==> src/hdl/lcet_pkg.sv <==
package lcet_pkg;

    // Default sizing of the tree
    localparam int DOMAIN_MAX_DEF  = 1024;
    localparam int TREE_LEVELS_DEF = 11;

    // Fixed field widths
    localparam int DATA_W  = 32;
    localparam int X_W     = 11;
    localparam int COUNT_W = 16;

    // Request command codes
    localparam logic CMD_INSERT = 1'b0;
    localparam logic CMD_QUERY  = 1'b1;

    // One node of the store
    typedef struct packed {
        logic                     valid;
        logic signed [DATA_W-1:0] m;
        logic signed [DATA_W-1:0] k;
    } node_t;

    // Controller to datapath
    typedef struct packed {
        logic load;    // request taken
        logic clr;     // clearing pass, one entry
        logic rd;      // read node at current index
        logic mul;     // evaluate both lines
        logic cmp;     // compare, update node, descend
        logic finish;  // load result register
    } dp_cmd_t;

    // Datapath to controller
    typedef struct packed {
        logic clr_last;    // last entry of clearing pass
        logic node_valid;  // node just read holds a line
        logic cont;        // walk goes on to a child
        logic out_free;    // result register can take a result
    } dp_stat_t;

endpackage

==> src/hdl/lcet_ctrl.sv <==
module lcet_ctrl import lcet_pkg::*; (
    input  logic     aclk,
    input  logic     aresetn,
    input  logic     s_valid,
    output logic     s_ready,
    output dp_cmd_t  cmd,
    input  dp_stat_t stat
);

    typedef enum logic [2:0] {
        ST_CLEAR,
        ST_IDLE,
        ST_READ,
        ST_MUL,
        ST_CMP,
        ST_DONE
    } state_t;

    state_t state_reg;

    assign s_ready = (state_reg == ST_IDLE);

    // Command decode
    always_comb begin
        cmd        = '0;
        cmd.load   = s_valid && (state_reg == ST_IDLE);
        cmd.clr    = (state_reg == ST_CLEAR);
        cmd.rd     = (state_reg == ST_READ);
        cmd.mul    = (state_reg == ST_MUL);
        cmd.cmp    = (state_reg == ST_CMP);
        cmd.finish = (state_reg == ST_DONE) && stat.out_free;
    end

    // State register
    always_ff @(posedge aclk) begin
        if (!aresetn) begin
            state_reg <= ST_CLEAR;
        end else begin
            unique case (state_reg)
                ST_CLEAR: begin
                    if (stat.clr_last) state_reg <= ST_IDLE;
                end
                ST_IDLE: begin
                    if (s_valid) state_reg <= ST_READ;
                end
                ST_READ: begin
                    state_reg <= ST_MUL;
                end
                ST_MUL: begin
                    state_reg <= stat.node_valid ? ST_CMP : ST_DONE;
                end
                ST_CMP: begin
                    state_reg <= stat.cont ? ST_READ : ST_DONE;
                end
                ST_DONE: begin
                    if (stat.out_free) state_reg <= ST_IDLE;
                end
                default: state_reg <= ST_CLEAR;
            endcase
        end
    end

    // Checks
    a_cmd_excl: assert property (@(posedge aclk) disable iff (!aresetn)
        $onehot0({cmd.load, cmd.clr, cmd.rd, cmd.mul, cmd.cmp, cmd.finish}))
        else $error("controller issued two commands at once");

    a_finish_free: assert property (@(posedge aclk) disable iff (!aresetn)
        cmd.finish |-> stat.out_free)
        else $error("result loaded while result register busy");

    a_no_accept_in_clear: assert property (@(posedge aclk) disable iff (!aresetn)
        stat.clr_last && cmd.clr |=> !cmd.clr)
        else $error("clearing pass ran past the last entry");

endmodule

==> config.mk <==
export PLATFORM = sky130hd
export DESIGN_NAME = lcet_ctrl
export DESIGN_NICKNAME = d
export VERILOG_FILES = /design/src/hdl/lcet_pkg.sv /design/src/hdl/lcet_ctrl.sv
export SDC_FILE = /design/constraint.sdc
export NUM_CORES = 1
export LEC_CHECK = 0
export BUFFER_PORTS_ARGS = -buffer_cell sky130_fd_sc_hd__buf_2
export CAP_MARGIN = 25
export CORE_AREA = 4 4 41 43
export DETAILED_ROUTE_END_ITERATION = 8
export DIE_AREA = 0 0 45 47
export GPL_TIMING_DRIVEN = 0
export PLACE_DENSITY = 0.51
export SLEW_MARGIN = 20
export SYNTH_ARGS = -nofsm -noshare
export SYNTH_HDL_FRONTEND = slang
export SYNTH_SLANG_ARGS = --single-unit
==> constraint.sdc <==
create_clock -name aclk -period 2.6 [get_ports aclk]
set_input_delay 0.13 -clock aclk [delete_from_list [all_inputs] [get_ports aclk]]
set_output_delay 0.13 -clock aclk [all_outputs]
set_load 0.01 [all_outputs]
==> results.py <==
metrics = {
    "detailed_routing": {
        "route.detailed.drc": 0,
        "vias_per_cell": 4.67,
        "routed_wl_um": 708,
        "drtAntennaViolNets": 0,
        "route.vias.total": 299,
        "dr.first_iter.drc_count": 3,
        "dr.pass1.iters": 2,
        "wl_per_cell_um": 11.1,
    },
    "timing": {
        "fin_setup_tns_ps": 0,
        "finalCriticalPeriod_ps": 1390,
        "fin_skew_ps": 2.92,
        "period_share_pct": 53.3,
        "relSlewSlack_pct": 79.8,
        "hold_ws_ps": 171,
        "setup_violations": 0,
        "drv_slew": 0,
        "hold_viol": 0,
        "worst_slew_pin_slew_ps": 302,
        "grt_setup_unrepaired": "false",
        "worst_slack_ps": 1210,
        "fmax_mhz": 721,
    },
    "grt": {
        "antenna_found_initial": 0,
        "grt_max_degree": 11,
        "grt_pass1_vias": 302,
        "track_usage_pct": 7.81,
        "grt_pass1_wl_mm": 1.21,
        "grt_overflow_total": 0,
    },
    "floorplanning": {
        "die_w_um": 45,
        "die_area_um2": 2120,
        "start_util_pct": 21.1,
        "die_height_um": 47,
        "io_pins": 14,
        "core-area_um2": 1300,
        "fp-row-count": 13,
    },
    "synth": {
        "ys_ff_latch": 3,
        "synth_top_area_share_pct": 21.9,
        "synth-seq-area-share_pct": 21.9,
        "netlist_top_cells_count": "nor3b_1 (4), buf_6 (3), dfxtp_1 (3)",
        "synth.most_common_cell": "nor3b_1",
        "avgSynthCellArea_um2": 8.56,
        "yosysTopAreaCell": "dfxtp_1",
        "synth.distinct_cells": 23,
        "syn_nets": 39,
        "yosys_warnings": 0,
        "synth_flop_cell": "dfxtp_1",
        "async_reset_ff_share_pct": 0,
        "syn_inst": 32,
        "synth_edf_count": 0,
        "synthTopCellsByArea": "dfxtp_1 (22%), buf_6 (12%), nor3b_1 (11%)",
        "syn-cell-area_um2": 274,
    },
    "critical_path": {
        "critPathRequiredTime_ps": 2470,
        "crit_type": "reg -> out",
        "crit_path_top_delay_cell": "nor3b_2",
        "worstPathArrival_ps": 1260,
        "max_stage_delay_ps": 310,
        "end_kind": "output port",
        "cp-start-kind": "flop",
        "cp_max_fo": 9,
        "path_cells": "buf_6, nor3b_2, and2_1, buf_2",
    },
    "outcome": {
        "status": "complete, no violations",
    },
    "clock_tree": {
        "cts_resized": 0,
        "cts.sink_count": 3,
        "post-cts-setup-buffer-count": 0,
        "cts_htree_levels": 1,
        "numCtsBuffers": 3,
        "cts-root-buf": "clkbuf_4",
        "clk_latency_ps": 230,
        "cts_tree": "built",
        "clk_pin_slew_worst_paths_ps": 40,
        "ctsHoldBuffers": 0,
        "clk_path_buf_depth": 2,
    },
    "pwr": {
        "p_leak_nw": 0.178,
        "p_per_area_nw_per_um2": 672,
        "p_sw_mw": 0.0882,
        "seq_power_share_pct": 23.3,
        "internal-power_mw": 0.170,
        "ir_drop_mv": 0.389,
        "combinationalPowerShare_pct": 45.6,
        "switching_share_pct": 34.2,
        "pwr-share-clk_pct": 31.1,
    },
    "layout": {
        "num_antenna_cells": 0,
        "fin_nets": 57,
        "layout-drive-gt1-share_pct": 46.9,
        "fillCellCount": 152,
        "largest_reg_flops": 3,
        "area_growth_pct": 40.2,
        "fin_area_um2": 384,
    },
    "placement": {
        "portBuffers": 13,
        "gp_congestion": 0.721,
        "dpl_worst_slack_ps": 1420,
        "place_area_um2": 358,
        "post-dp-hpwl_um": 559,
    },
    "worst_hold_path": {
        "hp-class": "in -> reg",
    },
    "flow_run": {
        "maxCapViolations": 0,
    },
}
metal layers:
metal / GRT usage (%) / vias to the layer above / routed length, um
met5: 0 / - / 0
met4: 0 / 0 / 0
met3: 4.98 / 0 / 54
met2: 14.1 / 9 / 340
met1: 8.14 / 134 / 313
li1: - / 156 / -
worst paths after layout:
path / startpoint / cells past startpoint / slack, ps / to
setup / recovery: state_reg[1]$_SDFFE_PN0P_ / 4 / 1210 / cmd[5]
hold reg to reg: state_reg[1]$_SDFFE_PN0P_ / 4 / 690 / state_reg[0]$_SDFFE_PN0P_
setup reg to reg: state_reg[2]$_SDFFE_PN0P_ / 5 / 1420 / state_reg[0]$_SDFFE_PN0P_
hold / removal: aresetn / 2 / 170 / state_reg[2]$_SDFFE_PN0P_
metrics by stage:
stage / power (mW) / cells / util, %
6_report: 0.258 / 64 / 29.5
3_3_place_gp: 0.181 / 60 / 27.5
5_1_grt: 0.281 / 64 / 29.5
2_1_floorplan: 0.146 / 32 / -
4_1_cts: 0.264 / 64 / 29.5
3_5_place_dp: 0.181 / 60 / 27.5
layout make-up:
cell class	count	area, um2	share of cell area, %
Buffer	3	33.8	8.79
Multi-Input combinational cell	24	173	45.0
Sequential cell	3	60.1	15.6
Timing Repair Buffer	13	65.1	16.9
Inverter	2	7.51	1.95
Tap cell	15	18.8	4.89
Clock buffer	4	26.3	6.84
cells in the final DEF, fill, tap and decap left out, types with 2 or more instances in the layout:
master,instances
buf_2,13
buf_6,3
clkbuf_4,3
dfxtp_1,3
nor2b_1,2
nor3_1,2
nor3b_1,4
kinds of logic after synthesis:
kind of cell | synth area share [%]
compound gates | 30.6
flops | 21.9
simple gates | 32.4
buf+inv | 15.1
power groups by stage:
stage / registers [mW] / clock network [mW] / logic [mW]
floorplan: 0.0587 / 0 / 0.0871
global placement: 0.0612 / 0 / 0.120
detailed placement: 0.0607 / 0 / 0.120
CTS: 0.0602 / 0.0844 / 0.120
global route: 0.0612 / 0.0882 / 0.131
finish: 0.0600 / 0.0802 / 0.118
worst max-delay path, delay by kind of cell (launching register included):
family | cells | cell delay (ps)
and+or+nand+nor | 2 | 480
DFF | 1 | 300
buffers and inverters | 2 | 250
Power figures use the tool's default switching activity.
