$ cat src/hdl/lcet_pkg.sv
package lcet_pkg;

    // Default sizing of the tree
    localparam int DOMAIN_MAX_DEF  = 1024;
    localparam int TREE_LEVELS_DEF = 11;

    // Fixed field widths
    localparam int DATA_W  = 32;
    localparam int X_W     = 11;
    localparam int COUNT_W = 16;

    // Request command codes
    localparam logic CMD_INSERT = 1'b0;
    localparam logic CMD_QUERY  = 1'b1;

    // One node of the store
    typedef struct packed {
        logic                     valid;
        logic signed [DATA_W-1:0] m;
        logic signed [DATA_W-1:0] k;
    } node_t;

    // Controller to datapath
    typedef struct packed {
        logic load;    // request taken
        logic clr;     // clearing pass, one entry
        logic rd;      // read node at current index
        logic mul;     // evaluate both lines
        logic cmp;     // compare, update node, descend
        logic finish;  // load result register
    } dp_cmd_t;

    // Datapath to controller
    typedef struct packed {
        logic clr_last;    // last entry of clearing pass
        logic node_valid;  // node just read holds a line
        logic cont;        // walk goes on to a child
        logic out_free;    // result register can take a result
    } dp_stat_t;

endpackage

$ cat src/hdl/lcet_datapath.sv
module lcet_datapath import lcet_pkg::*; #(
    parameter int DOMAIN_MAX  = DOMAIN_MAX_DEF,
    parameter int TREE_LEVELS = TREE_LEVELS_DEF
) (
    input  logic                         aclk,
    input  logic                         aresetn,
    input  dp_cmd_t                      cmd,
    output dp_stat_t                     stat,
    input  logic                         s_command,
    input  logic signed [DATA_W-1:0]     s_slope,
    input  logic signed [DATA_W-1:0]     s_intercept,
    input  logic [X_W-1:0]               s_query_x,
    output logic                         mem_we,
    output logic [TREE_LEVELS-1:0]       mem_waddr,
    output node_t                        mem_wdata,
    output logic                         mem_re,
    output logic [TREE_LEVELS-1:0]       mem_raddr,
    input  node_t                        mem_rdata,
    output logic                         m_valid,
    input  logic                         m_ready,
    output logic                         m_found,
    output logic signed [DATA_W-1:0]     m_best_slope,
    output logic signed [DATA_W-1:0]     m_best_intercept,
    output logic [COUNT_W-1:0]           m_line_count,
    output logic                         m_empty_res
);

    localparam int AW  = TREE_LEVELS;
    localparam int DW  = $clog2(DOMAIN_MAX + 1);
    localparam int PW  = (DW > X_W) ? DW : X_W;
    localparam int PRW = DATA_W + PW + 1;
    localparam int VW  = PRW + 1;
    localparam logic [DW-1:0] DOM_HI = DW'(DOMAIN_MAX);

    // Request and walk state
    logic                     query_reg;
    logic signed [DATA_W-1:0] lm_reg, lk_reg;
    logic [X_W-1:0]           x_reg;
    logic [AW:0]              idx_reg;
    logic [DW-1:0]            lo_reg, hi_reg, mid_reg;
    logic signed [PRW-1:0]    pa_mid_reg, pb_mid_reg, pa_hi_reg, pb_hi_reg;
    logic                     best_valid_reg;
    logic signed [VW-1:0]     best_val_reg;
    logic signed [DATA_W-1:0] best_m_reg, best_k_reg;
    logic [COUNT_W-1:0]       count_reg;
    logic [AW-1:0]            clr_cnt_reg;

    // Result register
    logic                     m_valid_reg;
    logic                     found_reg;
    logic signed [DATA_W-1:0] best_slope_reg, best_intercept_reg;
    logic [COUNT_W-1:0]       line_count_reg;
    logic                     empty_reg;

    logic [DW:0]              mid_sum;
    logic [PW-1:0]            pt_mid;
    logic signed [PW:0]       pt_mid_s, pt_hi_s;
    logic signed [PRW-1:0]    p_a_mid, p_b_mid, p_a_hi, p_b_hi;
    logic signed [VW-1:0]     va_mid, vb_mid, va_hi, vb_hi;
    logic                     swap, leaf, go_right, go_right_ins, go_right_q;
    logic [AW:0]              next_idx;
    logic                     in_store;

    assign mid_sum = {1'b0, lo_reg} + {1'b0, hi_reg};

    // Evaluation points: midpoint (or query point) and upper end
    assign pt_mid   = query_reg ? PW'(x_reg) : PW'(mid_reg);
    assign pt_mid_s = $signed({1'b0, pt_mid});
    assign pt_hi_s  = $signed({1'b0, PW'(hi_reg)});

    // Four products: carried line (a) and stored node (b)
    assign p_a_mid = PRW'(lm_reg) * PRW'(pt_mid_s);
    assign p_b_mid = PRW'(mem_rdata.m) * PRW'(pt_mid_s);
    assign p_a_hi  = PRW'(lm_reg) * PRW'(pt_hi_s);
    assign p_b_hi  = PRW'(mem_rdata.m) * PRW'(pt_hi_s);

    // Line values from registered products
    assign va_mid = VW'(pa_mid_reg) + VW'(lk_reg);
    assign vb_mid = VW'(pb_mid_reg) + VW'(mem_rdata.k);
    assign va_hi  = VW'(pa_hi_reg) + VW'(lk_reg);
    assign vb_hi  = VW'(pb_hi_reg) + VW'(mem_rdata.k);

    // Insert: winner at midpoint, loser direction by value at upper end
    assign swap         = (va_mid < vb_mid);
    assign go_right_ins = swap ? (vb_hi < va_hi) : (va_hi < vb_hi);
    assign leaf         = (hi_reg - lo_reg) <= DW'(1);
    assign go_right_q   = !(PW'(x_reg) < PW'(mid_reg));
    assign go_right     = query_reg ? go_right_q : go_right_ins;

    assign next_idx = {idx_reg[AW-1:0], go_right};
    assign in_store = !next_idx[AW];

    // Status
    assign stat.clr_last   = &clr_cnt_reg;
    assign stat.node_valid = mem_rdata.valid;
    assign stat.cont       = query_reg ? in_store : (!leaf && in_store);
    assign stat.out_free   = !m_valid_reg || m_ready;

    // Store access
    assign mem_re    = cmd.rd;
    assign mem_raddr = idx_reg[AW-1:0];

    always_comb begin
        mem_we    = 1'b0;
        mem_waddr = idx_reg[AW-1:0];
        mem_wdata = '{valid: 1'b1, m: lm_reg, k: lk_reg};
        if (cmd.clr) begin
            mem_we    = 1'b1;
            mem_waddr = clr_cnt_reg;
            mem_wdata = '0;
        end else if (cmd.mul && !query_reg && !mem_rdata.valid) begin
            // empty node takes the carried line
            mem_we = 1'b1;
        end else if (cmd.cmp && !query_reg && swap) begin
            // carried line wins the node
            mem_we = 1'b1;
        end
    end

    // Control registers
    always_ff @(posedge aclk) begin
        if (!aresetn) begin
            clr_cnt_reg <= '0;
            count_reg   <= '0;
            m_valid_reg <= 1'b0;
        end else begin
            if (cmd.clr) begin
                clr_cnt_reg <= clr_cnt_reg + AW'(1);
            end
            if (cmd.load && (s_command == CMD_INSERT) && (count_reg != '1)) begin
                count_reg <= count_reg + COUNT_W'(1);
            end
            if (cmd.finish) begin
                m_valid_reg <= 1'b1;
            end else if (m_ready) begin
                m_valid_reg <= 1'b0;
            end
        end
    end

    // Walk registers
    always_ff @(posedge aclk) begin
        if (cmd.load) begin
            query_reg      <= (s_command == CMD_QUERY);
            lm_reg         <= s_slope;
            lk_reg         <= s_intercept;
            x_reg          <= s_query_x;
            idx_reg        <= (AW + 1)'(1);
            lo_reg         <= '0;
            hi_reg         <= DOM_HI;
            best_valid_reg <= 1'b0;
        end
        if (cmd.rd) begin
            mid_reg <= mid_sum[DW:1];
        end
        if (cmd.mul) begin
            pa_mid_reg <= p_a_mid;
            pb_mid_reg <= p_b_mid;
            pa_hi_reg  <= p_a_hi;
            pb_hi_reg  <= p_b_hi;
        end
        if (cmd.cmp) begin
            if (query_reg) begin
                // first line met, or strictly lower
                if (!best_valid_reg || (vb_mid < best_val_reg)) begin
                    best_val_reg <= vb_mid;
                    best_m_reg   <= mem_rdata.m;
                    best_k_reg   <= mem_rdata.k;
                end
                best_valid_reg <= 1'b1;
            end else if (swap) begin
                // old node line becomes the loser
                lm_reg <= mem_rdata.m;
                lk_reg <= mem_rdata.k;
            end
            idx_reg <= next_idx;
            if (go_right) begin
                lo_reg <= mid_reg;
            end else begin
                hi_reg <= mid_reg;
            end
        end
        if (cmd.finish) begin
            found_reg          <= query_reg && best_valid_reg;
            best_slope_reg     <= (query_reg && best_valid_reg) ? best_m_reg : '0;
            best_intercept_reg <= (query_reg && best_valid_reg) ? best_k_reg : '0;
            line_count_reg     <= count_reg;
            empty_reg          <= (count_reg == '0);
        end
    end

    assign m_valid          = m_valid_reg;
    assign m_found          = found_reg;
    assign m_best_slope     = best_slope_reg;
    assign m_best_intercept = best_intercept_reg;
    assign m_line_count     = line_count_reg;
    assign m_empty_res      = empty_reg;

    // Checks
    a_found_nonempty: assert property (@(posedge aclk) disable iff (!aresetn)
        m_valid && m_found |-> !m_empty_res)
        else $error("query found a line in an empty tree");

    a_count_step: assert property (@(posedge aclk) disable iff (!aresetn)
        cmd.load && (s_command == CMD_INSERT) && (count_reg != '1)
        |=> count_reg == $past(count_reg) + COUNT_W'(1))
        else $error("insert counter did not advance");

    a_walk_write: assert property (@(posedge aclk) disable iff (!aresetn)
        mem_we && !cmd.clr |-> !query_reg && mem_wdata.valid)
        else $error("store written outside an insert");

endmodule

$ cat config.mk
export PLATFORM = sky130hd
export DESIGN_NAME = lcet_datapath
export DESIGN_NICKNAME = d
export VERILOG_FILES = /design/src/hdl/lcet_pkg.sv /design/src/hdl/lcet_datapath.sv
export SDC_FILE = /design/constraint.sdc
export NUM_CORES = 2
export LEC_CHECK = 0
export BUFFER_PORTS_ARGS = -buffer_cell sky130_fd_sc_hd__buf_2
export CORE_UTILIZATION = 30
export DETAILED_ROUTE_END_ITERATION = 7
export GPL_TIMING_DRIVEN = 0
export SYNTH_ARGS = -nofsm -noshare
export SYNTH_HDL_FRONTEND = slang
export SYNTH_SLANG_ARGS = --single-unit
$ cat constraint.sdc
create_clock -name aclk -period 12.79 [get_ports aclk]
set_input_delay 1.279 -clock aclk [delete_from_list [all_inputs] [get_ports aclk]]
set_output_delay 1.279 -clock aclk [all_outputs]
set_load 0.02 [all_outputs]
==> results.json <==
{
  "met2RoutedLength_um": 129000,
  "skew_ns": 0.06253,
  "cpPeakStageDelay_ns": 1.17,
  "path_common_cell": "fa_1",
  "synth-edff-count": 401,
  "required_ns": 13.18,
  "grt-ovfl-total": 0,
  "die_h_um": 515.9,
  "relSlewSlack_pct": -5.163,
  "clk_pin_slew_ns": 0.08,
  "cts_buffers": 60,
  "avgSynthCellArea_sq_um": 9.195,
  "rsz0062_at_grt": "false",
  "period_needed_ns": 10.33,
  "tightest_slew_ns": 1.577,
  "wire_per_inst_um": 23.17,
  "endpoint_kind": "register",
  "area_delta_synth_final_pct": 10.88,
  "met1_length_um": 117700,
  "cts_buffer_depth": 3,
  "fin_nets": 11119,
  "drc": 0,
  "portBuffers": 324,
  "syn-cell-area_sq_mm": 0.07923,
  "wirelength_um": 292200,
  "hold_class": "reg -> reg",
  "arrival_ns": 10.72,
  "cts_max_level": 2,
  "async_flop_share_pct": 0,
  "synth_nets": 10712,
  "fmax_mhz": 96.76,
  "yosysWarnings": 0,
  "track_usage_pct": 21.99,
  "path_buf_inv": 6,
  "cts_root_buffer": "clkbuf_16",
  "dr_total_vias": 61848,
  "grt_pass1_vias": 62625,
  "drive_gt1_share_pct": 5.917,
  "synth_top_cell_by_area": "fa_1",
  "grt_first_pass_wirelength_um": 423800,
  "post-synth-top-count-cell": "inv_1",
  "path_class": "reg -> reg",
  "yosysSeqAreaShare_pct": 18.10,
  "insertion_delay_ns": 0.75,
  "hold_violations": 0,
  "ys_top_cells_by_area": "fa_1, edfxtp_1, ha_1",
  "num_rows": 188,
  "crit_slowest_cell": "clkbuf_1",
  "status": "complete, but fails checks",
  "grt_max_degree": 96,
  "largest_register_ffs": 45,
  "cts_tree": "done",
  "ctsResizeCount": 0,
  "synth_seq_cells": 516,
  "gp_congestion": 0.9971,
  "post-dp-hpwl_um": 246000,
  "path_cells": "clkbuf_1 -> buf_1 -> nand2_1 -> o21ai_4 -> clkbuf_1 -> nand2_1 -> fa_1 -> inv_1 -> fa_1 -> fa_1 -> fa_1 -> inv_1 -> fa_1 -> inv_1 -> ha_1 -> nand3_1 -> a21oi_1 -> o21ai_0 -> a211oi_1 -> nor2_1 -> a21oi_1 -> a221oi_1 -> xnor2_1",
  "max-cap-violations": 2,
  "num-fill-cells": 27422,
  "crit_fanout": 12,
  "die_width_um": 515.9,
  "synth_common_cells": "inv_1, fa_1, nand2_1",
  "synth_top_flop_cell": "edfxtp_1",
  "finalSetupViolations": 0,
  "startpoint_type": "register",
  "cp_top_family": "adder cells",
  "ff2ff_setup_slack_ns": 2.46,
  "synthDominantCellAreaShare_pct": 30.98,
  "top_layer_used": "met5",
  "violations": "max-capacitance violations, max-slew violations",
  "period_share_pct": 80.80,
  "dieArea_sq_mm": 0.2662,
  "cts_setup_buffers": 0,
  "wl_met3_um": 21830,
  "drtPass1Iterations": 5,
  "ctsHoldBuffers": 0,
  "dr.first_iter.drc_count": 5189,
  "ioPinCount": 326,
  "utilization_pct": 33.47,
  "clock-sinks": 516,
  "netlist_instances": 8617,
  "antenna_found_initial": 38,
  "route.antenna.remaining_nets": 0,
  "core_area_sq_mm": 0.2625,
  "initial_core_util_pct": 30.18,
  "synth.distinct_cells": 90,
  "maxSlewViolCount": 22,
  "drt-vias-per-instance": 4.905
}
## worst paths after layout
check / from / endpoint / cells past startpoint
worst min-delay path: lo_reg[10]$_DFF_P_ / lo_reg[10]$_DFF_P_ / 2
worst max register to register: query_reg$_DFFE_PP_ / pa_mid_reg[34]$_DFFE_PP_ / 23
worst min register to register: lo_reg[10]$_DFF_P_ / lo_reg[10]$_DFF_P_ / 2
worst max-delay path: query_reg$_DFFE_PP_ / pa_mid_reg[34]$_DFFE_PP_ / 23
## kinds of logic (layout without fill, tap and decap cells)
kind of cell | after synthesis | in the layout | share of synthesized area, %
buffers and inverters | 2071 | 2530 | 9.838
XOR/XNOR | 366 | 366 | 4.046
multiplexers | 106 | 106 | 1.361
AND/OR/NAND/NOR | 2409 | 2409 | 14.45
AO/OA/AOI/OAI | 1204 | 1204 | 9.877
other | 0 | 19 | 0
flip-flops | 516 | 516 | 18.10
adder cells (fa/ha/maj) | 1945 | 1945 | 42.33
## worst min-delay path, delay by kind of cell, from the launching register on
kind	cells	cell delay, ns
flip-flops	1	0.32
AND/OR/NAND/NOR	1	0.06
multiplexers	1	0.06
## layout by cell type, fill, tap and decap left out, types with 104 or more instances in the layout
| master | instances |
|---|---|
| inv_1 | 1713 |
| fa_1 | 1226 |
| nand2_1 | 1167 |
| ha_1 | 719 |
| a21oi_1 | 411 |
| edfxtp_1 | 401 |
| clkbuf_1 | 338 |
| buf_2 | 327 |
| and2_1 | 322 |
| xnor2_1 | 260 |
| nor2b_1 | 252 |
| a21o_1 | 244 |
| nor2_1 | 240 |
| o21ai_0 | 143 |
| dfxtp_1 | 114 |
| xor2_1 | 106 |
| and3_1 | 104 |
## final cells by class
cell class,count,area [sq um],share of cell area (%)
multi-input cells,6030,57180,65.09
flip-flops and latches,516,14350,16.33
inverters,1713,6430,7.319
well taps,3515,4398,5.006
repair buffers,345,2058,2.343
clock buffers,85,1753,1.995
plain buffers,358,1388,1.579
clock inverters,29,249.0,0.2834
diodes,19,47.55,0.05412
## stage by stage
step                area [sq um]  TNS [ns]  hold WS (ns)  instances  worst slack, ns
floorplan                  79240         0        0.4530       8617            2.751
global placement           85260   -135.25        0.4697      12456           -1.266
detailed placement         85800         0        0.4719      12476            2.644
CTS                        87800         0        0.4871      12590            2.577
global route               87810         0        0.5090      12595            2.118
finish                     87850         0        0.4822      12610            2.455
## per-layer routing
metal | track usage, % | vias to the layer above
met4 | 14.97 | 18
met1 | 27.22 | 30916
met5 | 0 | -
li1 | - | 28047
met2 | 34.78 | 2297
met3 | 4.053 | 570
Power is left out: the tool's default activity adds up to more than one toggle a clock period on the data nets, which glitch-free logic cannot reach.
